==> config.mk <==
export PLATFORM = sky130hd
export DESIGN_NAME = i2c_master_event_sequencer
export DESIGN_NICKNAME = d
export VERILOG_FILES = /design/src/hdl/i2cmes_pkg.sv /design/src/hdl/i2c_master_event_sequencer.sv
export VERILOG_INCLUDE_DIRS = /design/src /design/src/hdl
export SDC_FILE = /design/constraint.sdc
export NUM_CORES = 1
export LEC_CHECK = 0
export BUFFER_PORTS_ARGS = -buffer_cell sky130_fd_sc_hd__buf_2
export CORE_MARGIN = 2
export CORE_UTILIZATION = 40
export CTS_CLUSTER_DIAMETER = 50
export CTS_CLUSTER_SIZE = 16
export DETAILED_ROUTE_END_ITERATION = 10
export PLACE_DENSITY_LB_ADDON = 0.1
export SLEW_MARGIN = 10
export SYNTH_ARGS = -nofsm -noshare
export SYNTH_HDL_FRONTEND = slang
export SYNTH_SLANG_ARGS = --single-unit
==> constraint.sdc <==
create_clock -name i_clk -period 6.9 [get_ports i_clk]
set_input_delay 0.69 -clock i_clk [delete_from_list [all_inputs] [get_ports i_clk]]
set_output_delay 0.69 -clock i_clk [all_outputs]
set_load 0.02 [all_outputs]
==> src/hdl/i2c_master_event_sequencer_defines.svh <==
// assertion macros shared by the sequencer rtl
`ifndef I2C_MASTER_EVENT_SEQUENCER_DEFINES_SVH
`define I2C_MASTER_EVENT_SEQUENCER_DEFINES_SVH

// same-cycle implication, sampled on i_clk, off during reset
`define SEQ_ASSERT_NOW(label, ante, cons, msg) \
    label: assert property (@(posedge i_clk) disable iff (!i_rst_n) \
        (ante) |-> (cons)) else $error(msg);

// next-cycle implication, sampled on i_clk, off during reset
`define SEQ_ASSERT_NEXT(label, ante, cons, msg) \
    label: assert property (@(posedge i_clk) disable iff (!i_rst_n) \
        (ante) |=> (cons)) else $error(msg);

`endif

==> src/hdl/i2cmes_pkg.sv <==
// types, codes and helpers for the i2c master event sequencer
package i2cmes_pkg;

    localparam int TX_DEPTH_DEF = 16;
    localparam int RX_DEPTH_DEF = 16;
    localparam int MAX_RES      = 4;

    typedef enum logic [3:0] {
        OP_START        = 4'd0,
        OP_START_SENT   = 4'd1,
        OP_TX_SELECTED  = 4'd2,
        OP_TRANSMITTING = 4'd3,
        OP_TRANSMITTED  = 4'd4,
        OP_RX_SELECTED  = 4'd5,
        OP_RECEIVED     = 4'd6,
        OP_RECEIVED_BTF = 4'd7,
        OP_LOAD         = 4'd8
    } t_opcode;

    typedef enum logic [3:0] {
        ACT_ADDR    = 4'd0,
        ACT_DATA    = 4'd1,
        ACT_START   = 4'd2,
        ACT_STOP    = 4'd3,
        ACT_ACK_OFF = 4'd4,
        ACT_ACK_ON  = 4'd5,
        ACT_BUF_ON  = 4'd6,
        ACT_BUF_OFF = 4'd7,
        ACT_EVT_OFF = 4'd8,
        ACT_RX_BYTE = 4'd9,
        ACT_TX_DONE = 4'd10,
        ACT_RX_DONE = 4'd11,
        ACT_ALL_ON  = 4'd12,
        ACT_ALL_OFF = 4'd13
    } t_action;

    typedef enum logic [2:0] {
        CFG_REMOTE_ADDRESS = 3'd0,
        CFG_SUBADDR_VALUE  = 3'd1,
        CFG_SUBADDR_BITS   = 3'd2,
        CFG_REPEAT_START   = 3'd3,
        CFG_READ_COUNT     = 3'd4,
        CFG_WRITE_COUNT    = 3'd5
    } t_cfg_index;

    typedef enum logic [6:0] {
        STEP_RESET    = 7'b0000001,
        STEP_SUBADDR  = 7'b0000010,
        STEP_RESTART  = 7'b0000100,
        STEP_READ     = 7'b0001000,
        STEP_TAIL_ACK = 7'b0010000,
        STEP_TAIL_BTF = 7'b0100000,
        STEP_DRAIN    = 7'b1000000
    } t_rx_step;

    typedef struct packed {
        t_action     action;
        logic [7:0]  byte_value;
        logic [3:0]  buffer_index;
        logic        overflow;
    } t_result;

    function automatic t_result make_res(input t_action act, input logic [7:0] val,
                                         input logic [3:0] idx, input logic ovf);
        t_result r;
        r.action       = act;
        r.byte_value   = val;
        r.buffer_index = idx;
        r.overflow     = ovf;
        return r;
    endfunction

endpackage

==> src/hdl/i2c_master_event_sequencer.sv <==
// i2c master event sequencer: turns bus events into controller commands
//
//  channel  | handshake                  | payload
//  ---------+----------------------------+---------------------------------------------
//  in       | i_in_valid / o_in_ready    | i_opcode, i_data_byte
//  out      | o_out_valid / i_out_ready  | o_action, o_byte_value, o_buffer_index,
//           |                            | o_overflow, o_last
//  cfg      | i_cfg_we (no wait)         | i_cfg_index, i_cfg_data
//
// an item is registered, then decoded combinationally into up to four commands
// that leave through a four-entry output list, one command per cycle while
// the output is ready. a taken item passes the input register and then the
// output list before its first command shows. the list drain is the rate limit.
// reset is synchronous: counters, flags and config go to reset values, the
// transmit ring contents stay undefined. a stalled output holds the list and
// at most one waiting item.
module i2c_master_event_sequencer #(
    parameter int TX_DEPTH = i2cmes_pkg::TX_DEPTH_DEF,
    parameter int RX_DEPTH = i2cmes_pkg::RX_DEPTH_DEF
) (
    input  logic        i_clk,
    input  logic        i_rst_n,
    input  logic        i_in_valid,
    output logic        o_in_ready,
    input  logic [3:0]  i_opcode,
    input  logic [7:0]  i_data_byte,
    output logic        o_out_valid,
    input  logic        i_out_ready,
    output logic [3:0]  o_action,
    output logic [7:0]  o_byte_value,
    output logic [3:0]  o_buffer_index,
    output logic        o_overflow,
    output logic        o_last,
    input  logic        i_cfg_we,
    input  logic [2:0]  i_cfg_index,
    input  logic [31:0] i_cfg_data
);

`include "i2c_master_event_sequencer_defines.svh"

    localparam int TXW = (TX_DEPTH > 1) ? $clog2(TX_DEPTH) : 1;
    localparam int RXW = (RX_DEPTH > 1) ? $clog2(RX_DEPTH) : 1;
    localparam logic [TXW-1:0] TX_LAST = TXW'(TX_DEPTH - 1);
    localparam logic [RXW-1:0] RX_LAST = RXW'(RX_DEPTH - 1);
    localparam logic [8:0]     RX_CAP  = 9'(RX_DEPTH);
    localparam int MR = i2cmes_pkg::MAX_RES;

    // configuration
    logic [6:0]  r_remote_address;
    logic [31:0] r_subaddr_value;
    logic [5:0]  r_subaddr_bits;
    logic        r_repeat_start;
    logic [7:0]  r_read_count;
    logic [7:0]  r_write_count;

    // sequencing state
    i2cmes_pkg::t_rx_step r_step, n_step;
    logic [5:0]     r_sub_rem, n_sub_rem;
    logic [7:0]     r_tx_rem, n_tx_rem;
    logic [TXW-1:0] r_tx_rd_idx, n_tx_rd_idx;
    logic [TXW-1:0] r_tx_ld_idx, n_tx_ld_idx;
    logic [8:0]     r_rx_count, n_rx_count;
    logic [RXW-1:0] r_rx_wr_idx, n_rx_wr_idx;
    logic           r_ovf, n_ovf;

    // transmit ring with prefetched read of the current read slot
    logic [7:0]     r_tx_mem [TX_DEPTH];
    logic [7:0]     r_tx_rdata;
    logic [TXW-1:0] s_rd_addr;

    // input register
    logic       r_in_valid;
    logic [3:0] r_in_op;
    logic [7:0] r_in_data;

    // output list, entry 0 is the one on the port
    i2cmes_pkg::t_result r_res [MR];
    logic [2:0]          r_res_cnt;

    i2cmes_pkg::t_result s_res [MR];
    logic [2:0]          s_cnt;
    logic                s_out_acc, s_room, s_fire;
    logic                s_near_end;
    logic                s_do_sub, s_do_tx;
    logic [5:0]          s_sub_src, s_sub_rem_next, s_sub_shift;
    logic [7:0]          s_sub_byte;
    logic [7:0]          s_addr_w;
    logic [RXW-1:0]      s_slot;

    assign s_out_acc   = o_out_valid && i_out_ready;
    assign s_room      = (r_res_cnt == 3'd0) || ((r_res_cnt == 3'd1) && s_out_acc);
    assign s_fire      = r_in_valid && s_room;
    assign o_in_ready  = !r_in_valid || s_fire;
    assign o_out_valid = (r_res_cnt != 3'd0);
    assign o_action       = r_res[0].action;
    assign o_byte_value   = r_res[0].byte_value;
    assign o_buffer_index = r_res[0].buffer_index;
    assign o_overflow     = r_res[0].overflow;
    assign o_last         = (r_res_cnt == 3'd1);

    assign s_near_end = (r_read_count > 8'd2) && (r_rx_count >= 9'(r_read_count - 8'd3));
    assign s_addr_w   = {r_remote_address, 1'b0};

    // next sub-address byte: from bit remaining-8, or from bit 0 when short
    assign s_sub_src   = (r_in_op == i2cmes_pkg::OP_TX_SELECTED) ? r_subaddr_bits : r_sub_rem;
    assign s_sub_shift = s_sub_src - 6'd8;
    always_comb begin
        if (s_sub_src >= 6'd8) begin
            s_sub_byte     = 8'(r_subaddr_value >> s_sub_shift);
            s_sub_rem_next = s_sub_shift;
        end else begin
            s_sub_byte     = r_subaddr_value[7:0];
            s_sub_rem_next = 6'd0;
        end
    end

    always_comb begin
        n_step      = r_step;
        n_sub_rem   = r_sub_rem;
        n_tx_rem    = r_tx_rem;
        n_tx_rd_idx = r_tx_rd_idx;
        n_tx_ld_idx = r_tx_ld_idx;
        n_rx_count  = r_rx_count;
        n_rx_wr_idx = r_rx_wr_idx;
        n_ovf       = r_ovf;
        s_cnt       = 3'd0;
        s_do_sub    = 1'b0;
        s_do_tx     = 1'b0;
        s_slot      = r_rx_wr_idx;
        for (int k = 0; k < MR; k++) begin
            s_res[k] = '0;
        end

        case (r_in_op)
            i2cmes_pkg::OP_START: begin
                n_step     = i2cmes_pkg::STEP_RESET;
                n_sub_rem  = 6'd0;
                n_rx_count = 9'd0;
                n_ovf      = 1'b0;
                n_tx_rem   = r_write_count;
                if (r_read_count != 8'd0) begin
                    s_res[s_cnt[1:0]] = i2cmes_pkg::make_res(i2cmes_pkg::ACT_ACK_ON,
                                                             8'd0, 4'd0, n_ovf);
                    s_cnt = s_cnt + 3'd1;
                end
                s_res[s_cnt[1:0]] = i2cmes_pkg::make_res(i2cmes_pkg::ACT_ALL_ON,
                                                         8'd0, 4'd0, n_ovf);
                s_cnt = s_cnt + 3'd1;
                s_res[s_cnt[1:0]] = i2cmes_pkg::make_res(i2cmes_pkg::ACT_START,
                                                         8'd0, 4'd0, n_ovf);
                s_cnt = s_cnt + 3'd1;
            end
            i2cmes_pkg::OP_START_SENT: begin
                if (r_read_count != 8'd0) begin
                    if (r_repeat_start && (r_step == i2cmes_pkg::STEP_RESET)) begin
                        n_step = i2cmes_pkg::STEP_SUBADDR;
                        s_res[s_cnt[1:0]] = i2cmes_pkg::make_res(i2cmes_pkg::ACT_ADDR,
                                                                 s_addr_w, 4'd0, n_ovf);
                    end else begin
                        n_step = i2cmes_pkg::STEP_READ;
                        s_res[s_cnt[1:0]] = i2cmes_pkg::make_res(i2cmes_pkg::ACT_ADDR,
                                                                 s_addr_w | 8'd1, 4'd0,
                                                                 n_ovf);
                    end
                end else begin
                    s_res[s_cnt[1:0]] = i2cmes_pkg::make_res(i2cmes_pkg::ACT_ADDR,
                                                             s_addr_w, 4'd0, n_ovf);
                end
                s_cnt = s_cnt + 3'd1;
            end
            i2cmes_pkg::OP_TX_SELECTED: begin
                if ((r_read_count != 8'd0) && (r_step == i2cmes_pkg::STEP_SUBADDR)) begin
                    s_do_sub = 1'b1;
                end else begin
                    s_do_tx = 1'b1;
                end
            end
            i2cmes_pkg::OP_TRANSMITTING: begin
                if (r_read_count != 8'd0) begin
                    s_do_sub = (r_step == i2cmes_pkg::STEP_SUBADDR) && (r_sub_rem != 6'd0);
                end else begin
                    s_do_tx = 1'b1;
                end
            end
            i2cmes_pkg::OP_TRANSMITTED: begin
                if (r_read_count != 8'd0) begin
                    if (r_step == i2cmes_pkg::STEP_SUBADDR) begin
                        if (r_sub_rem == 6'd0) begin
                            n_step = i2cmes_pkg::STEP_RESTART;
                            s_res[s_cnt[1:0]] = i2cmes_pkg::make_res(
                                i2cmes_pkg::ACT_START, 8'd0, 4'd0, n_ovf);
                            s_cnt = s_cnt + 3'd1;
                        end else begin
                            s_do_sub = 1'b1;
                        end
                    end
                end else if (r_tx_rem == 8'd0) begin
                    s_res[s_cnt[1:0]] = i2cmes_pkg::make_res(i2cmes_pkg::ACT_STOP,
                                                             8'd0, 4'd0, n_ovf);
                    s_cnt = s_cnt + 3'd1;
                    s_res[s_cnt[1:0]] = i2cmes_pkg::make_res(i2cmes_pkg::ACT_EVT_OFF,
                                                             8'd0, 4'd0, n_ovf);
                    s_cnt = s_cnt + 3'd1;
                    s_res[s_cnt[1:0]] = i2cmes_pkg::make_res(i2cmes_pkg::ACT_TX_DONE,
                                                             8'd0, 4'd0, n_ovf);
                    s_cnt = s_cnt + 3'd1;
                end else begin
                    s_do_tx = 1'b1;
                end
            end
            i2cmes_pkg::OP_RX_SELECTED: begin
                s_res[s_cnt[1:0]] = i2cmes_pkg::make_res(i2cmes_pkg::ACT_BUF_ON,
                                                         8'd0, 4'd0, n_ovf);
                s_cnt = s_cnt + 3'd1;
                if (r_read_count == 8'd1) begin
                    s_res[s_cnt[1:0]] = i2cmes_pkg::make_res(i2cmes_pkg::ACT_ACK_OFF,
                                                             8'd0, 4'd0, n_ovf);
                    s_cnt = s_cnt + 3'd1;
                    s_res[s_cnt[1:0]] = i2cmes_pkg::make_res(i2cmes_pkg::ACT_STOP,
                                                             8'd0, 4'd0, n_ovf);
                    s_cnt = s_cnt + 3'd1;
                end
            end
            i2cmes_pkg::OP_RECEIVED: begin
                if (s_near_end && (r_step == i2cmes_pkg::STEP_READ)) begin
                    // third byte from the end: wait for the bus-hold event
                    n_step = i2cmes_pkg::STEP_TAIL_ACK;
                end else if (!s_near_end || (r_step == i2cmes_pkg::STEP_DRAIN)) begin
                    s_slot      = n_rx_wr_idx;
                    n_rx_wr_idx = (n_rx_wr_idx == RX_LAST) ? '0 : n_rx_wr_idx + 1'b1;
                    if (n_rx_count != 9'h1FF) n_rx_count = n_rx_count + 9'd1;
                    if (n_rx_count > RX_CAP) n_ovf = 1'b1;
                    s_res[s_cnt[1:0]] = i2cmes_pkg::make_res(i2cmes_pkg::ACT_RX_BYTE,
                                                             r_in_data, 4'(s_slot), n_ovf);
                    s_cnt = s_cnt + 3'd1;
                    if (n_rx_count == {1'b0, r_read_count}) begin
                        s_res[s_cnt[1:0]] = i2cmes_pkg::make_res(i2cmes_pkg::ACT_RX_DONE,
                                                                 8'd0, 4'd0, n_ovf);
                        s_cnt = s_cnt + 3'd1;
                        s_res[s_cnt[1:0]] = i2cmes_pkg::make_res(i2cmes_pkg::ACT_ALL_OFF,
                                                                 8'd0, 4'd0, n_ovf);
                        s_cnt = s_cnt + 3'd1;
                    end
                end
            end
            i2cmes_pkg::OP_RECEIVED_BTF: begin
                if (s_near_end && ((r_step == i2cmes_pkg::STEP_TAIL_ACK) ||
                                   (r_step == i2cmes_pkg::STEP_TAIL_BTF))) begin
                    if (r_step == i2cmes_pkg::STEP_TAIL_ACK) begin
                        s_res[s_cnt[1:0]] = i2cmes_pkg::make_res(i2cmes_pkg::ACT_ACK_OFF,
                                                                 8'd0, 4'd0, n_ovf);
                        s_cnt = s_cnt + 3'd1;
                        s_slot      = n_rx_wr_idx;
                        n_rx_wr_idx = (n_rx_wr_idx == RX_LAST) ? '0 : n_rx_wr_idx + 1'b1;
                        if (n_rx_count != 9'h1FF) n_rx_count = n_rx_count + 9'd1;
                        if (n_rx_count > RX_CAP) n_ovf = 1'b1;
                        s_res[s_cnt[1:0]] = i2cmes_pkg::make_res(i2cmes_pkg::ACT_RX_BYTE,
                                                                 r_in_data, 4'(s_slot),
                                                                 n_ovf);
                        s_cnt = s_cnt + 3'd1;
                    end
                    s_res[s_cnt[1:0]] = i2cmes_pkg::make_res(i2cmes_pkg::ACT_STOP,
                                                             8'd0, 4'd0, n_ovf);
                    s_cnt = s_cnt + 3'd1;
                    s_slot      = n_rx_wr_idx;
                    n_rx_wr_idx = (n_rx_wr_idx == RX_LAST) ? '0 : n_rx_wr_idx + 1'b1;
                    if (n_rx_count != 9'h1FF) n_rx_count = n_rx_count + 9'd1;
                    if (n_rx_count > RX_CAP) n_ovf = 1'b1;
                    s_res[s_cnt[1:0]] = i2cmes_pkg::make_res(i2cmes_pkg::ACT_RX_BYTE,
                                                             r_in_data, 4'(s_slot), n_ovf);
                    s_cnt  = s_cnt + 3'd1;
                    n_step = i2cmes_pkg::STEP_DRAIN;
                end
            end
            i2cmes_pkg::OP_LOAD: begin
                n_tx_ld_idx = (r_tx_ld_idx == TX_LAST) ? '0 : r_tx_ld_idx + 1'b1;
            end
            default: begin
            end
        endcase

        // sub-address byte or transmit ring byte; each is a whole command list
        if (s_do_sub) begin
            n_sub_rem = s_sub_rem_next;
            s_res[s_cnt[1:0]] = i2cmes_pkg::make_res(i2cmes_pkg::ACT_DATA,
                                                     s_sub_byte, 4'd0, n_ovf);
            s_cnt = s_cnt + 3'd1;
            if (s_sub_rem_next == 6'd0) begin
                s_res[s_cnt[1:0]] = i2cmes_pkg::make_res(i2cmes_pkg::ACT_BUF_OFF,
                                                         8'd0, 4'd0, n_ovf);
                s_cnt = s_cnt + 3'd1;
            end
        end
        if (s_do_tx) begin
            if (r_tx_rem != 8'd0) begin
                s_res[s_cnt[1:0]] = i2cmes_pkg::make_res(i2cmes_pkg::ACT_DATA,
                                                         r_tx_rdata, 4'd0, n_ovf);
                s_cnt       = s_cnt + 3'd1;
                n_tx_rd_idx = (r_tx_rd_idx == TX_LAST) ? '0 : r_tx_rd_idx + 1'b1;
                n_tx_rem    = r_tx_rem - 8'd1;
                if (n_tx_rem == 8'd0) begin
                    s_res[s_cnt[1:0]] = i2cmes_pkg::make_res(i2cmes_pkg::ACT_BUF_OFF,
                                                             8'd0, 4'd0, n_ovf);
                    s_cnt = s_cnt + 3'd1;
                end
            end else begin
                s_res[s_cnt[1:0]] = i2cmes_pkg::make_res(i2cmes_pkg::ACT_BUF_OFF,
                                                         8'd0, 4'd0, n_ovf);
                s_cnt = s_cnt + 3'd1;
            end
        end
    end

    // configuration registers
    always_ff @(posedge i_clk) begin
        if (!i_rst_n) begin
            r_remote_address <= 7'd0;
            r_subaddr_value  <= 32'd0;
            r_subaddr_bits   <= 6'd8;
            r_repeat_start   <= 1'b0;
            r_read_count     <= 8'd0;
            r_write_count    <= 8'd0;
        end else if (i_cfg_we) begin
            case (i_cfg_index)
                i2cmes_pkg::CFG_REMOTE_ADDRESS: r_remote_address <= i_cfg_data[6:0];
                i2cmes_pkg::CFG_SUBADDR_VALUE:  r_subaddr_value  <= i_cfg_data;
                i2cmes_pkg::CFG_SUBADDR_BITS:   r_subaddr_bits   <= i_cfg_data[5:0];
                i2cmes_pkg::CFG_REPEAT_START:   r_repeat_start   <= i_cfg_data[0];
                i2cmes_pkg::CFG_READ_COUNT:     r_read_count     <= i_cfg_data[7:0];
                i2cmes_pkg::CFG_WRITE_COUNT:    r_write_count    <= i_cfg_data[7:0];
                default: begin
                end
            endcase
        end
    end

    // input register
    always_ff @(posedge i_clk) begin
        if (!i_rst_n) begin
            r_in_valid <= 1'b0;
        end else if (o_in_ready) begin
            r_in_valid <= i_in_valid;
        end
    end

    always_ff @(posedge i_clk) begin
        if (i_in_valid && o_in_ready) begin
            r_in_op   <= i_opcode;
            r_in_data <= i_data_byte;
        end
    end

    // sequencing state
    always_ff @(posedge i_clk) begin
        if (!i_rst_n) begin
            r_step      <= i2cmes_pkg::STEP_RESET;
            r_sub_rem   <= 6'd0;
            r_tx_rem    <= 8'd0;
            r_tx_rd_idx <= '0;
            r_tx_ld_idx <= '0;
            r_rx_count  <= 9'd0;
            r_rx_wr_idx <= '0;
            r_ovf       <= 1'b0;
        end else if (s_fire) begin
            r_step      <= n_step;
            r_sub_rem   <= n_sub_rem;
            r_tx_rem    <= n_tx_rem;
            r_tx_rd_idx <= n_tx_rd_idx;
            r_tx_ld_idx <= n_tx_ld_idx;
            r_rx_count  <= n_rx_count;
            r_rx_wr_idx <= n_rx_wr_idx;
            r_ovf       <= n_ovf;
        end
    end

    // transmit ring; a load into the slot about to be read bypasses the array
    assign s_rd_addr = s_fire ? n_tx_rd_idx : r_tx_rd_idx;

    always_ff @(posedge i_clk) begin
        if (s_fire && (r_in_op == i2cmes_pkg::OP_LOAD)) begin
            r_tx_mem[r_tx_ld_idx] <= r_in_data;
        end
        if (s_fire && (r_in_op == i2cmes_pkg::OP_LOAD) && (r_tx_ld_idx == s_rd_addr)) begin
            r_tx_rdata <= r_in_data;
        end else begin
            r_tx_rdata <= r_tx_mem[s_rd_addr];
        end
    end

    // output list
    always_ff @(posedge i_clk) begin
        if (!i_rst_n) begin
            r_res_cnt <= 3'd0;
        end else if (s_fire) begin
            r_res_cnt <= s_cnt;
        end else if (s_out_acc) begin
            r_res_cnt <= r_res_cnt - 3'd1;
        end
    end

    always_ff @(posedge i_clk) begin
        if (s_fire) begin
            for (int k = 0; k < MR; k++) begin
                r_res[k] <= s_res[k];
            end
        end else if (s_out_acc) begin
            for (int k = 0; k < MR - 1; k++) begin
                r_res[k] <= r_res[k + 1];
            end
        end
    end

    `SEQ_ASSERT_NEXT(a_start_clears, s_fire && (r_in_op == i2cmes_pkg::OP_START), (r_rx_count == 9'd0) && !r_ovf && (r_tx_rem == $past(r_write_count)), "start did not clear the receive counters")
    `SEQ_ASSERT_NOW(a_ovf_tracks_count, 1'b1, r_ovf == (r_rx_count > RX_CAP), "overflow flag out of step with receive count")
    `SEQ_ASSERT_NEXT(a_out_held, o_out_valid && !i_out_ready && !s_fire, o_out_valid && (r_res_cnt == $past(r_res_cnt)), "pending command lost while stalled")
    `SEQ_ASSERT_NOW(a_fire_room, s_fire, r_res_cnt <= 3'd1, "new command list loaded over pending commands")

endmodule
Word-level counts from Yosys, hierarchy flattened
Memory sizes are Yosys's and may differ from the RTL's. A register that Yosys moved wholly into a read port is not among the register bits.
Index checks and enable logic that the tools add are counted.
{"block": "totals", "wordCells": 316, "out_inout_bits": 20, "ram_bits": 196, "input_bits": 52, "memories": 2, "regBits": 121}
{"block": "classes", "eq_ne": 36, "n_mux": 150, "reduce_logical": 52, "n_lt_le_gt_ge": 22, "n_addsub": 18, "bitwise_logic": 17, "n_shift": 1}
{"name": "r_tx_mem", "depth": 16, "width": 8, "read_ports": 1, "rd_clocked_by_memory_dff": 1, "wr": 1, "line_no": "i2c_master_event_sequencer.sv:67", "source": "logic [7:0] r_tx_mem [TX_DEPTH];"}
{"name": "r_res", "depth": 4, "width": 17, "read_ports": 4, "rd_clocked_by_memory_dff": 0, "wr": 4, "line_no": "i2c_master_event_sequencer.sv:77", "source": "i2cmes_pkg::t_result r_res [MR];"}
{"cell": "68-bit bitwise mux", "n": 7}
{"cell": "68-bit two-way mux", "n": 6}
{"cell": "17-bit demux with 2-bit select", "n": 8}
{"cell": "17-bit two-way mux", "n": 12}
{"cell": "34-bit one-hot mux with 5 select lines", "n": 1}
{"cell": "9-bit two-way mux", "n": 16}
{"cell": "34-bit two-way mux", "n": 4}
{"cell": "51-bit two-way mux", "n": 2}
{"cell": "17-bit one-hot mux with 6 select lines", "n": 1}
{"cell": "33-bit two-way mux", "n": 2}
{"cell": "64-bit bitwise AND", "n": 1}
{"cell": "64-bit NOT", "n": 1}
{"cell": "60-bit bitwise AND", "n": 1}
{"cell": "60-bit NOT", "n": 1}
{"cell": "4-bit two-way mux", "n": 14}
{"cell": "49-bit two-way mux", "n": 1}
{"cell": "15-bit two-way mux", "n": 3}
{"cell": "7-bit two-way mux", "n": 6}
{"cell": "3-bit two-way mux", "n": 12}
{"cell": "6-bit two-way mux", "n": 6}
{"cell": "7-bit one-hot mux with 5 select lines", "n": 1}
{"cell": "17-bit one-hot mux with 2 select lines", "n": 1}
{"cell": "8-bit two-way mux", "n": 4}
{"cell": "32-bit by 6-bit right shift with 8-bit output", "n": 1}
{"cell": "other kinds (56)", "n": 184}

Logic depth before layout (Yosys ltp)
{"block": "depth", "depth_word": 30, "mapped_depth": 26, "ltp_nobuf": 23}

Worst setup path after synthesis
OpenSTA, ideal clock, no wires.
{"block": "synth_path", "path_kind": "reg-to-reg", "from": "register r_read_count[2]", "to": "memory r_res[1][0] (netlist name) (data pin)", "path_buffers": 2, "arrival_ns": 5.173, "slack_ns": 1.597, "setup_time_ns": 0.130, "synth_period_minus_slack_ns": 5.303, "t_required_ns": 6.770, "path_stages_with_launch": 24, "cell_sequence": "dfxtp_1 clkbuf_1 or4_1 a211oi_1 xnor2_1 ha_1 a211oi_1 o211ai_1 a21oi_1 nor2_1 a21oi_1 buf_2 nand4_1 nand2_1 ha_1 o311ai_0 nand2b_1 inv_1 ha_1 a21o_1 a32oi_1 nand3_1 a211o_1 nand2_1"}
{"element": "start: declaration", "line_no": "i2c_master_event_sequencer.sv:53", "source": "logic [7:0] r_read_count;"}
{"element": "start signal: assignment", "line_no": "i2c_master_event_sequencer.sv:329", "source": "i2cmes_pkg::CFG_READ_COUNT: r_read_count <= i_cfg_data[7:0];"}
{"element": "end: declaration", "line_no": "i2c_master_event_sequencer.sv:77"}

==> reports/metrics.cfg <==
[drt]
top_layer_used=met4
met3_wirelength_microns=2240
routed_via_density=5.82
drt_iter0_markers=1120
remaining_drc_errors=0
vias=13100
dr.pass1.iters=5
wl_met2_microns=24000
drt-wirelength-per-cell_microns=22.3
ant_nets=0
wl_met1_microns=22600
finalWirelength_microns=50400

[global_route]
track_usage_pct=22.7
antenna_found_initial=0
grt_pass1_wl_microns=77300
grt_overflow_total=0
grt_max_degree=66
grt_pass1_vias=12800

[finish]
multi_input_area_sq_um=8030
seq_area_sq_um=8460
post-route-util_pct=45.7
stdcell_area_sq_um=19200
num-nets-final=1778
layout-drive-gt1-share_pct=14.7
finalNonFillerCells=2257
num_antenna_cells=0
synthToLayoutAreaGrowth_pct=12.6
fillers=3992

[sta]
worstMarginPinSlew_ns=1.11
fin_crit_sh_pct=88.2
fin_ws_ns=0.816
setup-tns-final_ns=0
final-max-slew-violation-count=0
slew_headroom_pct=25.2
setup_violations=0
hold_viol=0
period_minus_slack_ns=6.08
rsz0062_at_grt=no
final.setup_skew_ns=0.0267
max_freq_mhz=164

[floorplanning]
initial_utilization_pct=40.6
die_w_microns=211
die-area_sq_um=44300
std_cell_rows=75
io_pins=72
core-area_sq_um=42000
die_y_microns=211

[logic_synthesis]
netlist_instances=1653
synth_commonest_cells=nand2_1, edfxtp_1, a21oi_1, nor2_1, dfxtp_1
yosysMostFrequentCell=nand2_1
synth-main-ff-cell=edfxtp_1
synth_cell_types=81
syn-cell-area_sq_um=17100
synth_edf_count=207
postSynth.asyncResetShare_pct=0
yosysTopAreaCell=edfxtp_1
ys_warn_count=0
synth.top_cell.area_share_pct=36.4
synthTopCellsByArea=edfxtp_1, dfxtp_1, mux4_2, nand2_1, mux2i_1
synth-seq-area-share_pct=49.5
ys_seq_elements=319
syn_area_per_cell_sq_um=10.3
syn-num-nets=1743

[cts]
path_clk_slew_ns=0.06
cts_tree=done
cts_resized=0
clock_path_buffers=3
ctsHoldBuffers=0
post-cts-setup-buffers=0
clock_latency_ns=0.58
numCtsBuffers=39
cts_root_buf=clkbuf_16
clock_sinks=319
htree_num_levels=2

[setup_path]
critPathLaunchType=flop
crit_arrival_ns=6.41
worstPathRequired_ns=7.22
crit_path_end_kind=flop
crit_fanout=11
critPathKind=flop to flop

[placement]
io_buffer_count=71
dpl.cell_count=2186
place_ws_ns=0.911
hpwlAfterDp_microns=35200
placed_area_sq_um=17900
place.gp.congestion=0.901

[worst_hold_path]
hold_path_class=input port to flop

[job]
max-cap-violations=0

[status]
outcome=complete, no violations

[pwr]
power_per_cell_area_nw_per_um2=294
p_leak_nw=6.81
ir_drop_mv=0.181

[per-layer routing]
layer | vias to the layer above | GRT usage (%)
met5 | - | 0
met4 | 0 | 8.09
met3 | 94 | 2.83
met2 | 344 | 37.5
met1 | 6463 | 30.8
li1 | 6241 | -
[placed cells by master (no fill, tap or decap), types with 23 or more instances in the layout]
master / Yosys / layout
mux4_2: 47 / 47
ha_1: 38 / 38
buf_2: 13 / 71
nand3_1: 44 / 44
a21oi_1: 137 / 137
xnor2_1: 23 / 23
nand2_1: 250 / 250
mux2i_1: 69 / 68
nor3_1: 41 / 41
dfxtp_1: 112 / 111
o21ai_0: 65 / 65
buf_4: 2 / 30
nand2b_1: 27 / 27
clkbuf_16: 0 / 41
inv_1: 41 / 41
nor2_1: 124 / 123
edfxtp_1: 207 / 207
[report_power, final]
part           switching, mW  total [mW]  internal, mW
clock                  0.893        2.10          1.21
sequential             0.155        2.50          2.35
combinational          0.693        1.04         0.349
total                   1.74        5.64          3.90
[cell type report]
type / instances / share of cell area, %
Sequential cell: 319 / 44.0
Multi-Input combinational cell: 1184 / 41.8
Clock inverter: 24 / 1.35
Clock buffer: 47 / 5.51
Timing Repair Buffer: 101 / 3.02
Tap cell: 539 / 3.51
Inverter: 43 / 0.840
[critical path: stages, from the launching register on]
cell and delay [ns]:
dfxtp_1 0.41, or4_1 0.58, a211oi_1 0.23, xnor2_1 0.17
ha_1 0.28, a211oi_1 0.21, o211ai_1 0.12, a21oi_1 0.32
nor2_1 0.19, a21oi_1 0.20, buf_4 0.23, nand4_1 0.27
nand2_1 0.22, inv_1 0.10, ha_1 0.28, o211ai_1 0.20
o311ai_0 0.20, nand2b_1 0.28, inv_1 0.14, ha_1 0.25
a21o_1 0.14, a32oi_1 0.06, buf_4 0.20, nand3_1 0.17
inv_1 0.06, a221o_1 0.31
[cell families after synthesis]
group                    count (synthesis)  share of synthesized area (%)
AND/OR/NAND/NOR                        595                           16.5
AO/OA/AOI/OAI                          388                           14.7
flip-flops                             319                           49.5
buffers and inverters                  150                           3.57
multiplexers                           130                           11.2
adder cells (fa/ha/maj)                 38                           2.79
XOR/XNOR                                33                           1.69
[registers in the layout (all words and copies together), names as in the netlist, 3 cells and up, named ones only]
register,cells
r_subaddr_bits,6
r_tx_rem,8
r_read_count,8
r_res,67
r_tx_mem,128
r_tx_ld_idx,4
r_step,6
r_rx_count,9
r_remote_address,7
r_write_count,8
r_sub_rem,6
r_in_op,4
r_rx_wr_idx,4
r_in_data,8
r_res_cnt,3
r_subaddr_value,32
r_tx_rd_idx,4
[stage by stage]
step,power (mW),hold slack (ns)
after global routing,5.89,0.278
after CTS,5.70,0.253
after detailed placement,3.59,0.451
final,5.64,0.293
after global placement,3.57,0.449
after floorplan,3.19,0.433
[worst paths after layout]
check                    from                to  slack [ns]  cells past startpoint
max reg2reg   r_read_count[2]      r_res[1][12]        0.82                     25
min reg2reg  r_write_count[5]  r_write_count[5]        0.45                      2
min            i_data_byte[5]      r_in_data[5]        0.29                      1
max           r_read_count[2]      r_res[1][12]        0.82                     25
Power figures use the tool's default switching activity.
